### src/hw/rtl/nce_pkg.sv
package nce_pkg;

	// Width of a grid index: three 16-bit counts multiply to at most 48 bits.
	localparam int GRID_BITS    = 48;
	localparam int COUNT_BITS   = 16;
	localparam int DIMS_BITS    = 2;
	localparam int CFG_IDX_BITS = 2;
	localparam int DIV_CNT_BITS = $clog2(GRID_BITS + 1);

	localparam logic [CFG_IDX_BITS-1:0] REG_DIMS_IN_USE = 2'd0;
	localparam logic [CFG_IDX_BITS-1:0] REG_COUNT_DIM0  = 2'd1;
	localparam logic [CFG_IDX_BITS-1:0] REG_COUNT_DIM1  = 2'd2;
	localparam logic [CFG_IDX_BITS-1:0] REG_COUNT_DIM2  = 2'd3;

	// Per-dimension choice: stay, first neighbor, second neighbor.
	localparam logic [1:0] OPT_CENTER = 2'd0;
	localparam logic [1:0] OPT_FIRST  = 2'd1;
	localparam logic [1:0] OPT_SECOND = 2'd2;

	typedef struct packed {
		logic [DIMS_BITS-1:0]  dims_in_use;
		logic [COUNT_BITS-1:0] count0;
		logic [COUNT_BITS-1:0] count1;
		logic [COUNT_BITS-1:0] count2;
	} cfg_t;

	typedef struct packed {
		logic load;
		logic mul1;
		logic mul2;
		logic div0_start;
		logic div1_start;
		logic odo_init;
		logic emit;
		logic emit_oor;
	} cmd_t;

	typedef struct packed {
		logic out_of_range;
		logic div_done;
		logic last;
	} status_t;

endpackage

### src/hw/rtl/nce_cfg_regs.sv
module nce_cfg_regs
	import nce_pkg::*;
(
	input  logic                    clk,
	input  logic                    arst_n,
	input  logic                    cfg_write,
	input  logic [CFG_IDX_BITS-1:0] cfg_index,
	input  logic [COUNT_BITS-1:0]   cfg_data,
	output cfg_t                    cfg
);

	cfg_t cfg_q;

	always_ff @(posedge clk or negedge arst_n) begin
		if (!arst_n) begin
			cfg_q.dims_in_use <= DIMS_BITS'(3);
			cfg_q.count0      <= COUNT_BITS'(1);
			cfg_q.count1      <= COUNT_BITS'(1);
			cfg_q.count2      <= COUNT_BITS'(1);
		end else if (cfg_write) begin
			case (cfg_index)
				REG_DIMS_IN_USE: cfg_q.dims_in_use <= cfg_data[DIMS_BITS-1:0];
				REG_COUNT_DIM0:  cfg_q.count0 <= cfg_data;
				REG_COUNT_DIM1:  cfg_q.count1 <= cfg_data;
				REG_COUNT_DIM2:  cfg_q.count2 <= cfg_data;
				default: begin
				end
			endcase
		end
	end

	assign cfg = cfg_q;

endmodule

### src/hw/rtl/nce_div.sv
module nce_div
	import nce_pkg::*;
(
	input  logic                  clk,
	input  logic                  arst_n,
	input  logic                  start,
	input  logic [GRID_BITS-1:0]  dividend,
	input  logic [COUNT_BITS-1:0] divisor,
	output logic                  done,
	output logic [GRID_BITS-1:0]  quotient,
	output logic [COUNT_BITS-1:0] remainder
);

	// Restoring division, one quotient bit per cycle, MSB first.
	// The divisor is captured at start, so the input may change while the division runs.
	logic [GRID_BITS-1:0]    quot_q;
	logic [COUNT_BITS-1:0]   rem_q;
	logic [COUNT_BITS-1:0]   dvsr_q;
	logic [DIV_CNT_BITS-1:0] cnt_q;
	logic                    run_q;
	logic                    done_q;
	logic [COUNT_BITS:0]     shifted;
	logic                    ge;
	logic [COUNT_BITS:0]     diff;

	assign shifted = {rem_q, quot_q[GRID_BITS-1]};
	assign ge      = (shifted >= {1'b0, dvsr_q});
	assign diff    = shifted - {1'b0, dvsr_q};

	always_ff @(posedge clk or negedge arst_n) begin
		if (!arst_n) begin
			run_q  <= 1'b0;
			done_q <= 1'b0;
			cnt_q  <= '0;
		end else begin
			done_q <= 1'b0;
			if (start) begin
				run_q <= 1'b1;
				cnt_q <= '0;
			end else if (run_q) begin
				cnt_q <= cnt_q + DIV_CNT_BITS'(1);
				if (cnt_q == DIV_CNT_BITS'(GRID_BITS - 1)) begin
					run_q  <= 1'b0;
					done_q <= 1'b1;
				end
			end
		end
	end

	always_ff @(posedge clk) begin
		if (start) begin
			quot_q <= dividend;
			rem_q  <= '0;
			dvsr_q <= divisor;
		end else if (run_q) begin
			quot_q <= {quot_q[GRID_BITS-2:0], ge};
			rem_q  <= ge ? diff[COUNT_BITS-1:0] : shifted[COUNT_BITS-1:0];
		end
	end

	assign done      = done_q;
	assign quotient  = quot_q;
	assign remainder = rem_q;

endmodule

### src/hw/rtl/nce_datapath.sv
module nce_datapath
	import nce_pkg::*;
#(
	parameter int MAX_DIMS        = 3,
	parameter int CELL_INDEX_BITS = 48
) (
	input  logic                       clk,
	input  logic                       arst_n,
	input  cfg_t                       cfg,
	input  logic [CELL_INDEX_BITS-1:0] cell_index,
	input  cmd_t                       cmd,
	output status_t                    status,
	output logic                       result_valid,
	output logic [CELL_INDEX_BITS-1:0] neighbor_cell_index,
	output logic                       last_neighbor,
	output logic                       index_out_of_range
);

	localparam int WORK_BITS = (CELL_INDEX_BITS > GRID_BITS) ? CELL_INDEX_BITS : GRID_BITS;

	logic [CELL_INDEX_BITS-1:0]   center_q;
	logic [COUNT_BITS-1:0]        n0_q, n1_q, n2_q;
	logic [2*COUNT_BITS-1:0]      prod01_q;
	logic [GRID_BITS-1:0]         total_q;
	logic                         lo0_q, hi0_q, lo1_q, hi1_q, lo2_q, hi2_q;
	logic [1:0]                   a0_q, a1_q, a2_q;
	logic [CELL_INDEX_BITS-1:0]   out_idx_q;
	logic                         out_last_q, out_oor_q, valid_q;

	logic [DIMS_BITS-1:0]         dims_eff;
	logic [WORK_BITS-1:0]         center_w;
	logic [GRID_BITS-1:0]         center_g;
	logic                         div_start, div_done;
	logic [GRID_BITS-1:0]         div_dividend, div_quot;
	logic [COUNT_BITS-1:0]        div_divisor, div_rem;
	logic                         last0, last1, last2;
	logic [1:0]                   pre0_nxt, pre1_nxt;
	logic [GRID_BITS-1:0]         off0, off1, off2, sum_g;
	logic [WORK_BITS-1:0]         sum_w;

	assign dims_eff = (cfg.dims_in_use > DIMS_BITS'(MAX_DIMS)) ? DIMS_BITS'(MAX_DIMS)
		: cfg.dims_in_use;
	assign center_w = WORK_BITS'(center_q);
	assign center_g = center_w[GRID_BITS-1:0];

	function automatic logic [GRID_BITS-1:0] offset(input logic [1:0] opt, input logic lo,
			input logic [GRID_BITS-1:0] stride);
		logic [GRID_BITS-1:0] r;
		case (opt)
			OPT_CENTER: r = '0;
			OPT_FIRST:  r = lo ? (~stride + GRID_BITS'(1)) : stride;
			default:    r = stride;
		endcase
		return r;
	endfunction

	function automatic logic upper_exists(input logic [COUNT_BITS-1:0] digit,
			input logic [COUNT_BITS-1:0] count);
		return ({1'b0, digit} + (COUNT_BITS+1)'(1)) < {1'b0, count};
	endfunction

	// Unused dimensions count as size one, so they add no neighbors.
	always_ff @(posedge clk) begin
		if (cmd.load) begin
			center_q <= cell_index;
			n0_q <= (dims_eff >= DIMS_BITS'(1)) ? cfg.count0 : COUNT_BITS'(1);
			n1_q <= (dims_eff >= DIMS_BITS'(2)) ? cfg.count1 : COUNT_BITS'(1);
			n2_q <= (dims_eff >= DIMS_BITS'(3)) ? cfg.count2 : COUNT_BITS'(1);
		end
		if (cmd.mul1) begin
			prod01_q <= n0_q * n1_q;
		end
		if (cmd.mul2) begin
			total_q <= GRID_BITS'(prod01_q * n2_q);
		end
		if (cmd.div1_start) begin
			lo0_q <= (div_rem != '0);
			hi0_q <= upper_exists(div_rem, n0_q);
		end
		if (cmd.odo_init) begin
			lo1_q <= (div_rem != '0);
			hi1_q <= upper_exists(div_rem, n1_q);
			lo2_q <= (div_quot[COUNT_BITS-1:0] != '0);
			hi2_q <= upper_exists(div_quot[COUNT_BITS-1:0], n2_q);
		end
	end

	assign status.out_of_range = (center_w >= WORK_BITS'(total_q));
	assign status.div_done     = div_done;

	assign div_start    = cmd.div0_start | cmd.div1_start;
	assign div_dividend = cmd.div1_start ? div_quot : center_g;
	assign div_divisor  = cmd.div1_start ? n1_q : n0_q;

	nce_div u_div (
		.clk       (clk),
		.arst_n    (arst_n),
		.start     (div_start),
		.dividend  (div_dividend),
		.divisor   (div_divisor),
		.done      (div_done),
		.quotient  (div_quot),
		.remainder (div_rem)
	);

	// Per-dimension choices walked in breadth-first list order. The cells that move only
	// in dimensions 0 and 1 come first: dimension 0 alone, then for each dimension 0
	// choice its dimension 1 neighbors. After that, each of those cells in the same order
	// takes its dimension 2 neighbors.
	assign last0 = (a0_q == (2'(lo0_q) + 2'(hi0_q)));
	assign last1 = (a1_q == (2'(lo1_q) + 2'(hi1_q)));
	assign last2 = (a2_q == (2'(lo2_q) + 2'(hi2_q)));
	assign status.last = last0 & last1 & last2;

	// Next pair of dimension 0 and 1 choices in list order.
	always_comb begin
		pre0_nxt = a0_q;
		pre1_nxt = a1_q;
		if (a1_q == OPT_CENTER) begin
			if (!last0) begin
				pre0_nxt = a0_q + 2'd1;
			end else begin
				pre0_nxt = OPT_CENTER;
				pre1_nxt = OPT_FIRST;
			end
		end else if (!last1) begin
			pre1_nxt = a1_q + 2'd1;
		end else begin
			pre0_nxt = a0_q + 2'd1;
			pre1_nxt = OPT_FIRST;
		end
	end

	assign off0  = offset(a0_q, lo0_q, GRID_BITS'(1));
	assign off1  = offset(a1_q, lo1_q, GRID_BITS'(n0_q));
	assign off2  = offset(a2_q, lo2_q, GRID_BITS'(prod01_q));
	assign sum_g = center_g + off0 + off1 + off2;
	assign sum_w = WORK_BITS'(sum_g);

	always_ff @(posedge clk or negedge arst_n) begin
		if (!arst_n) begin
			a0_q <= OPT_CENTER;
			a1_q <= OPT_CENTER;
			a2_q <= OPT_CENTER;
		end else if (cmd.odo_init) begin
			a0_q <= OPT_CENTER;
			a1_q <= OPT_CENTER;
			a2_q <= OPT_CENTER;
		end else if (cmd.emit) begin
			if (a2_q == OPT_CENTER) begin
				if (last0 && last1) begin
					a0_q <= OPT_CENTER;
					a1_q <= OPT_CENTER;
					a2_q <= OPT_FIRST;
				end else begin
					a0_q <= pre0_nxt;
					a1_q <= pre1_nxt;
				end
			end else if (!last2) begin
				a2_q <= a2_q + 2'd1;
			end else begin
				a0_q <= pre0_nxt;
				a1_q <= pre1_nxt;
				a2_q <= OPT_FIRST;
			end
		end
	end

	always_ff @(posedge clk or negedge arst_n) begin
		if (!arst_n) begin
			valid_q <= 1'b0;
		end else begin
			valid_q <= cmd.emit | cmd.emit_oor;
		end
	end

	always_ff @(posedge clk) begin
		if (cmd.emit_oor) begin
			out_idx_q  <= '0;
			out_last_q <= 1'b1;
			out_oor_q  <= 1'b1;
		end else if (cmd.emit) begin
			out_idx_q  <= sum_w[CELL_INDEX_BITS-1:0];
			out_last_q <= status.last;
			out_oor_q  <= 1'b0;
		end
	end

	assign result_valid        = valid_q;
	assign neighbor_cell_index = out_idx_q;
	assign last_neighbor       = out_last_q;
	assign index_out_of_range  = out_oor_q;

endmodule

### src/hw/rtl/nce_ctrl.sv
module nce_ctrl
	import nce_pkg::*;
(
	input  logic    clk,
	input  logic    arst_n,
	input  logic    start,
	input  status_t status,
	output cmd_t    cmd,
	output logic    busy
);

	localparam logic [2:0] ST_IDLE  = 3'd0;
	localparam logic [2:0] ST_MUL1  = 3'd1;
	localparam logic [2:0] ST_MUL2  = 3'd2;
	localparam logic [2:0] ST_CHECK = 3'd3;
	localparam logic [2:0] ST_DIV0  = 3'd4;
	localparam logic [2:0] ST_DIV1  = 3'd5;
	localparam logic [2:0] ST_EMIT  = 3'd6;

	logic [2:0] state_q, state_d;

	always_comb begin
		state_d = state_q;
		cmd     = '0;
		case (state_q)
			ST_IDLE: begin
				if (start) begin
					cmd.load = 1'b1;
					state_d  = ST_MUL1;
				end
			end
			ST_MUL1: begin
				cmd.mul1 = 1'b1;
				state_d  = ST_MUL2;
			end
			ST_MUL2: begin
				cmd.mul2 = 1'b1;
				state_d  = ST_CHECK;
			end
			ST_CHECK: begin
				if (status.out_of_range) begin
					cmd.emit_oor = 1'b1;
					state_d      = ST_IDLE;
				end else begin
					cmd.div0_start = 1'b1;
					state_d        = ST_DIV0;
				end
			end
			ST_DIV0: begin
				if (status.div_done) begin
					cmd.div1_start = 1'b1;
					state_d        = ST_DIV1;
				end
			end
			ST_DIV1: begin
				if (status.div_done) begin
					cmd.odo_init = 1'b1;
					state_d      = ST_EMIT;
				end
			end
			ST_EMIT: begin
				cmd.emit = 1'b1;
				if (status.last) begin
					state_d = ST_IDLE;
				end
			end
			default: begin
				state_d = ST_IDLE;
			end
		endcase
	end

	always_ff @(posedge clk or negedge arst_n) begin
		if (!arst_n) begin
			state_q <= ST_IDLE;
		end else begin
			state_q <= state_d;
		end
	end

	assign busy = (state_q != ST_IDLE);

endmodule

### src/hw/rtl/neighbor_cell_enumerator_unit.sv
// Neighbor cell enumerator.
// A transaction starts at a rising edge where start is high and busy is low; cell_index is
// sampled there. The block then lists the center cell and every neighbor one step away
// along each used dimension, one result per cycle, breadth first: for each dimension in
// turn, each listed cell adds its lower and then its upper neighbor if it lies in the grid.
// Each result is shown for exactly one cycle with result_valid high; the receiver cannot
// stall, so results are never held back. last_neighbor marks the final result.
// An index at or beyond the grid size gives one result with index_out_of_range set,
// registered from the range check that follows the load and the two multiplies that
// give the grid size. In range, the range check starts two restoring divisions (one
// quotient bit per cycle, run one after the other) that split the index into
// per-dimension digits; the first result follows them and the rest follow back to back.
// busy falls in the cycle that shows the last result, so the next start may be taken then.
// Configuration writes (cfg_write, cfg_index, cfg_data) take effect at once; the user
// must make them only while the block is idle, as the block itself does not enforce it.
// Reset sets three used dimensions and all counts to one, and returns the controller to
// idle with no result pending.
module neighbor_cell_enumerator_unit
	import nce_pkg::*;
#(
	parameter int MAX_DIMS        = 3,
	parameter int CELL_INDEX_BITS = 48
) (
	input  logic                       clk,
	input  logic                       arst_n,
	input  logic                       cfg_write,
	input  logic [CFG_IDX_BITS-1:0]    cfg_index,
	input  logic [COUNT_BITS-1:0]      cfg_data,
	input  logic                       start,
	output logic                       busy,
	input  logic [CELL_INDEX_BITS-1:0] cell_index,
	output logic                       result_valid,
	output logic [CELL_INDEX_BITS-1:0] neighbor_cell_index,
	output logic                       last_neighbor,
	output logic                       index_out_of_range
);

	cfg_t    cfg;
	cmd_t    cmd;
	status_t status;

	// Configuration registers; the datapath samples them when a transaction starts.
	nce_cfg_regs u_cfg_regs (
		.clk       (clk),
		.arst_n    (arst_n),
		.cfg_write (cfg_write),
		.cfg_index (cfg_index),
		.cfg_data  (cfg_data),
		.cfg       (cfg)
	);

	// The controller sequences the multiplies, range check, divisions and the emit phase.
	nce_ctrl u_ctrl (
		.clk    (clk),
		.arst_n (arst_n),
		.start  (start),
		.status (status),
		.cmd    (cmd),
		.busy   (busy)
	);

	// The datapath holds the operands, the divider, the neighbor odometer and the
	// registered result ports.
	nce_datapath #(
		.MAX_DIMS        (MAX_DIMS),
		.CELL_INDEX_BITS (CELL_INDEX_BITS)
	) u_datapath (
		.clk                 (clk),
		.arst_n              (arst_n),
		.cfg                 (cfg),
		.cell_index          (cell_index),
		.cmd                 (cmd),
		.status              (status),
		.result_valid        (result_valid),
		.neighbor_cell_index (neighbor_cell_index),
		.last_neighbor       (last_neighbor),
		.index_out_of_range  (index_out_of_range)
	);

endmodule

### config.mk
export PLATFORM = sky130hd
export DESIGN_NAME = neighbor_cell_enumerator_unit
export DESIGN_NICKNAME = d
export VERILOG_FILES = /design/src/hw/rtl/nce_pkg.sv /design/src/hw/rtl/nce_cfg_regs.sv /design/src/hw/rtl/nce_div.sv /design/src/hw/rtl/nce_datapath.sv /design/src/hw/rtl/nce_ctrl.sv /design/src/hw/rtl/neighbor_cell_enumerator_unit.sv
export SDC_FILE = /design/constraint.sdc
export NUM_CORES = 2
export LEC_CHECK = 0
export ABC_CLOCK_PERIOD_IN_PS = 9280
export BUFFER_PORTS_ARGS = -buffer_cell sky130_fd_sc_hd__buf_4
export CORE_ASPECT_RATIO = 1.75
export CORE_MARGIN = 4
export CORE_UTILIZATION = 50
export CTS_CLUSTER_DIAMETER = 120
export DETAILED_ROUTE_END_ITERATION = 16
export PLACE_DENSITY = 0.69
export SLEW_MARGIN = 0
export SYNTH_ARGS = -nofsm -noshare
export SYNTH_HDL_FRONTEND = slang
export SYNTH_SLANG_ARGS = --single-unit
### constraint.sdc
create_clock -name clk -period 9.28 [get_ports clk]
set_input_delay 1.392 -clock clk [delete_from_list [all_inputs] [get_ports clk]]
set_output_delay 1.392 -clock clk [all_outputs]
set_load 0.1 [all_outputs]
==> impl_results.md <==
- Via Count: between 30000 and 40000
- Adder-cell share of the synthesized area: 39.94%
- Layout fillers: 8521
- Hold Path Class: reg2reg
- Via density: 5.769
- Fin crit share: 83.40%
- Cell row count: 149
- DR iter-0 viols: 2502
- Fin. max-slew vios: 0
- Status: finished, final reports clean
- Synth Area in XOR/XNOR: 3.512%
- Unrepaired setup endpoints after global routing: false
- CTS hold repair buffers: 0
- Layout cells sized above 1: about 8%
- Slack of the worst reg-to-reg path: 1.54 ns
- Yosys warning total: 0
- H-tree Lvls: 2
- CTS buffer count: 43
- CP arrival: between 8 and 9 ns
- #FFs+latches synth: 380
- I/O pins: 122
- ANT nets after route: 0
- Average instance area after synthesis: 9.461 um^2
- Endpoint with the worst hold slack: u_datapath.neighbor_cell_index[15]
- Crit-path max FO: 22
- First-pass detailed-route iteration total: 6
- Fin crit period: roughly 7.7 ns
- FMAX: 129.2 MHz
- Final std cells w/o fill: 6307
- Clk sinks: 380
- Crit end category: flip-flop
- Core Region: 0.09471 mm^2
- Routed WL: 143.8 mm
- Synth-to-layout area growth: 7.150%
- Clk slew on worst S/H paths: 0.06 ns
- Area of the mapped netlist: 0.04788 mm^2
- Critical R2R Capture: u_datapath.total_q[46]
- CTS tree: yes
- Setup_tns: 0 ns
- Die Height: 417.4 um
- Final GP Congestion: around 0.97
- Max Root-Sink Buffers: 3
- Starting Density: a little over 50%
- Gr usage total: 28.61%
- Congestion Overflow GR: 0
- Max_slew headroom: 19.42%
- Setup-failing EPs final: 0
- Dpl cells: 6228
- Fin. Hold Viols: 0
- Least-Margin Pin Slew: 1.209 ns
- Clk Latency, worst-skew pair: 0.60 ns
- Reg2reg start: u_datapath.n2_q[8]
- Cells after synthesis: just over 5000
- WP data required: 9.63 ns
- Yosys top cell by area: fa_1
- DP HPWL: around 120 mm
- Postcts setup bufs: 0
- Post-synthesis compound-gate area fraction: 8.477%
- Async S/R FF share, synth: ~18%
- Port bufs: approximately 120
- Initial antenna violation count: 0
- Skew final: 0.02688 ns
- Clock root buffer: clkbuf_16
- Vias in the first global route: 39479
- Chip Width: 241.9 um
- CTS resizes: 0
- FF-to-FF path depth: 20
- Final Net Count: 6239
- Diodes inserted: 0
- Hold path start: u_datapath.neighbor_cell_index[15]
- Syn nets: 6235
- Critical Path Start Type: flip-flop
- Top post-synthesis cells by area: fa_1 30%, edfxtp_1 15%, ha_1 10%
- Sequential area share after synthesis: 21.76%
- First-pass GRT wire length: 222.2 mm
- Share of the synthesized area in the top cell type: between 20% and 30%
- Placed cell area: 0.04992 mm^2
- Final std cell area, no fill: a little over 0.05 mm^2
- DRC: 0
- Hold Crit Depth: 2
- DR WL/cell: 22.80 um
- Simple-gate share of the synthesized area: 14.07%
- Yosys cell types: between 80 and 90
- Worst Setup Path Type: reg2reg
- Largest family of logic cells by synthesized area: adder cells
- Main synth FF type: edfxtp_1
- Max_cap viols: 0
- Die area: 0.1010 mm^2
- Mux share of post-synthesis cell area: ~2.9%
- Number of synthesized flops with an enable pin: roughly 250
- Largest net degree at the start of global routing: 60
registers in the layout, summed over array words and instances (netlist names), 2 cells and up:
name and cells:
u_cfg_regs.cfg 50, u_ctrl.state_q 3, u_datapath.a0_q 2, u_datapath.a1_q 2, u_datapath.a2_q 2, u_datapath.center_g 48
u_datapath.n0_q 16, u_datapath.n1_q 16, u_datapath.n2_q 16, u_datapath.neighbor_cell_index 48, u_datapath.prod01_q 32, u_datapath.total_q 48
u_datapath.u_div.cnt_q 6, u_datapath.u_div.dvsr_q 16, u_datapath.u_div.quotient 48, u_datapath.u_div.remainder 16
worst max-delay path, stage by stage, from the launching register on:
cell and delay, ns:
edfxtp_1 1.09, nand2_1 0.21, fa_1 0.52, inv_1 0.12, fa_1 0.42, fa_1 0.65, fa_1 0.46, fa_1 0.50
inv_1 0.05, fa_1 0.48, inv_1 0.04, ha_1 0.36, and3_1 0.22, a221oi_1 0.44, o22ai_1 0.23, or3_1 0.37
o211ai_1 0.28, a31oi_1 0.21, a31oi_1 0.38, nor2_1 0.11, o311a_1 0.34
per-stage QoR:
stage | hold WS (ns) | util [%] | setup slack, ns
floorplan | 0.4712 | - | 2.526
global placement | 0.4394 | 52.71 | 1.739
detailed placement | 0.4436 | 52.71 | 1.660
CTS | 0.4567 | 54.17 | 1.594
global route | 0.4739 | 54.17 | 1.209
finish | 0.4549 | 54.17 | 1.540
cell usage in the layout (no fill, tap or decap), types with 37 or more instances in the layout:
cell type  netlist  final
inv_1          926    926
fa_1           707    707
nand2_1        700    699
ha_1           397    397
nor2_1         258    256
edfxtp_1       246    246
and2_1         204    204
buf_4            0    194
a21oi_1        182    181
o21ai_0        160    160
xnor2_1        127    127
a21o_1          73     73
dfxtp_1         66     66
xor2_1          65     65
dfrtp_1         63     63
mux2_2          61     61
nand3_1         52     52
nor3_1          48     47
clkbuf_16        0     44
mux2_4          40     40
and3_1          37     37
layer usage:
metal,vias up,GRT usage (%),wire (um)
met5,-,0,0
met4,0,21.14,13560
met3,623,3.494,8193
met2,1487,53.00,74950
met1,18245,29.54,47100
li1,16033,-,-
Yosys cell counts (all sizes together), types with 66 or more instances:
cell and instances:
inv 928, fa 707, nand2 700, ha 397, nor2 259, edfxtp 246, clkbuf 211, and2 204
a21oi 182, o21ai 163, xnor2 127, mux2 105, a21o 74, dfxtp 66
area by class of cell:
class | count | area [um^2] | share of cell area (%)
Tap cell | 1208 | 1511 | 2.946
Timing Repair Buffer | 194 | 1456 | 2.839
Multi-Input combinational cell | 3510 | 33020 | 64.36
Sequential cell | 380 | 10420 | 20.30
Clock buffer | 62 | 1239 | 2.414
Clock inverter | 17 | 147.6 | 0.2878
Inverter | 936 | 3513 | 6.848
cells by family after synthesis:
group	Yosys count
AO/OA/AOI/OAI	638
multiplexers	109
XOR/XNOR	192
flip-flops	380
adder cells (fa/ha/maj)	1104
AND/OR/NAND/NOR	1467
buffers and inverters	1171
how the worst max path moves through the flow:
stage	start	to	slack, ns	cells past startpoint
floorplan	u_datapath.prod01_q[11]	u_datapath.total_q[33]	2.53	23
global placement	u_datapath.n2_q[4]	u_datapath.total_q[46]	1.74	22
detailed placement	u_datapath.n2_q[4]	u_datapath.total_q[46]	1.66	22
CTS	u_datapath.n2_q[4]	u_datapath.total_q[46]	1.59	22
global route	u_datapath.n2_q[4]	u_datapath.total_q[46]	1.21	22
finish	u_datapath.n2_q[8]	u_datapath.total_q[46]	1.54	20
Power is left out: the tool's default activity adds up to more than one toggle a clock period on the data nets, which glitch-free logic cannot reach.
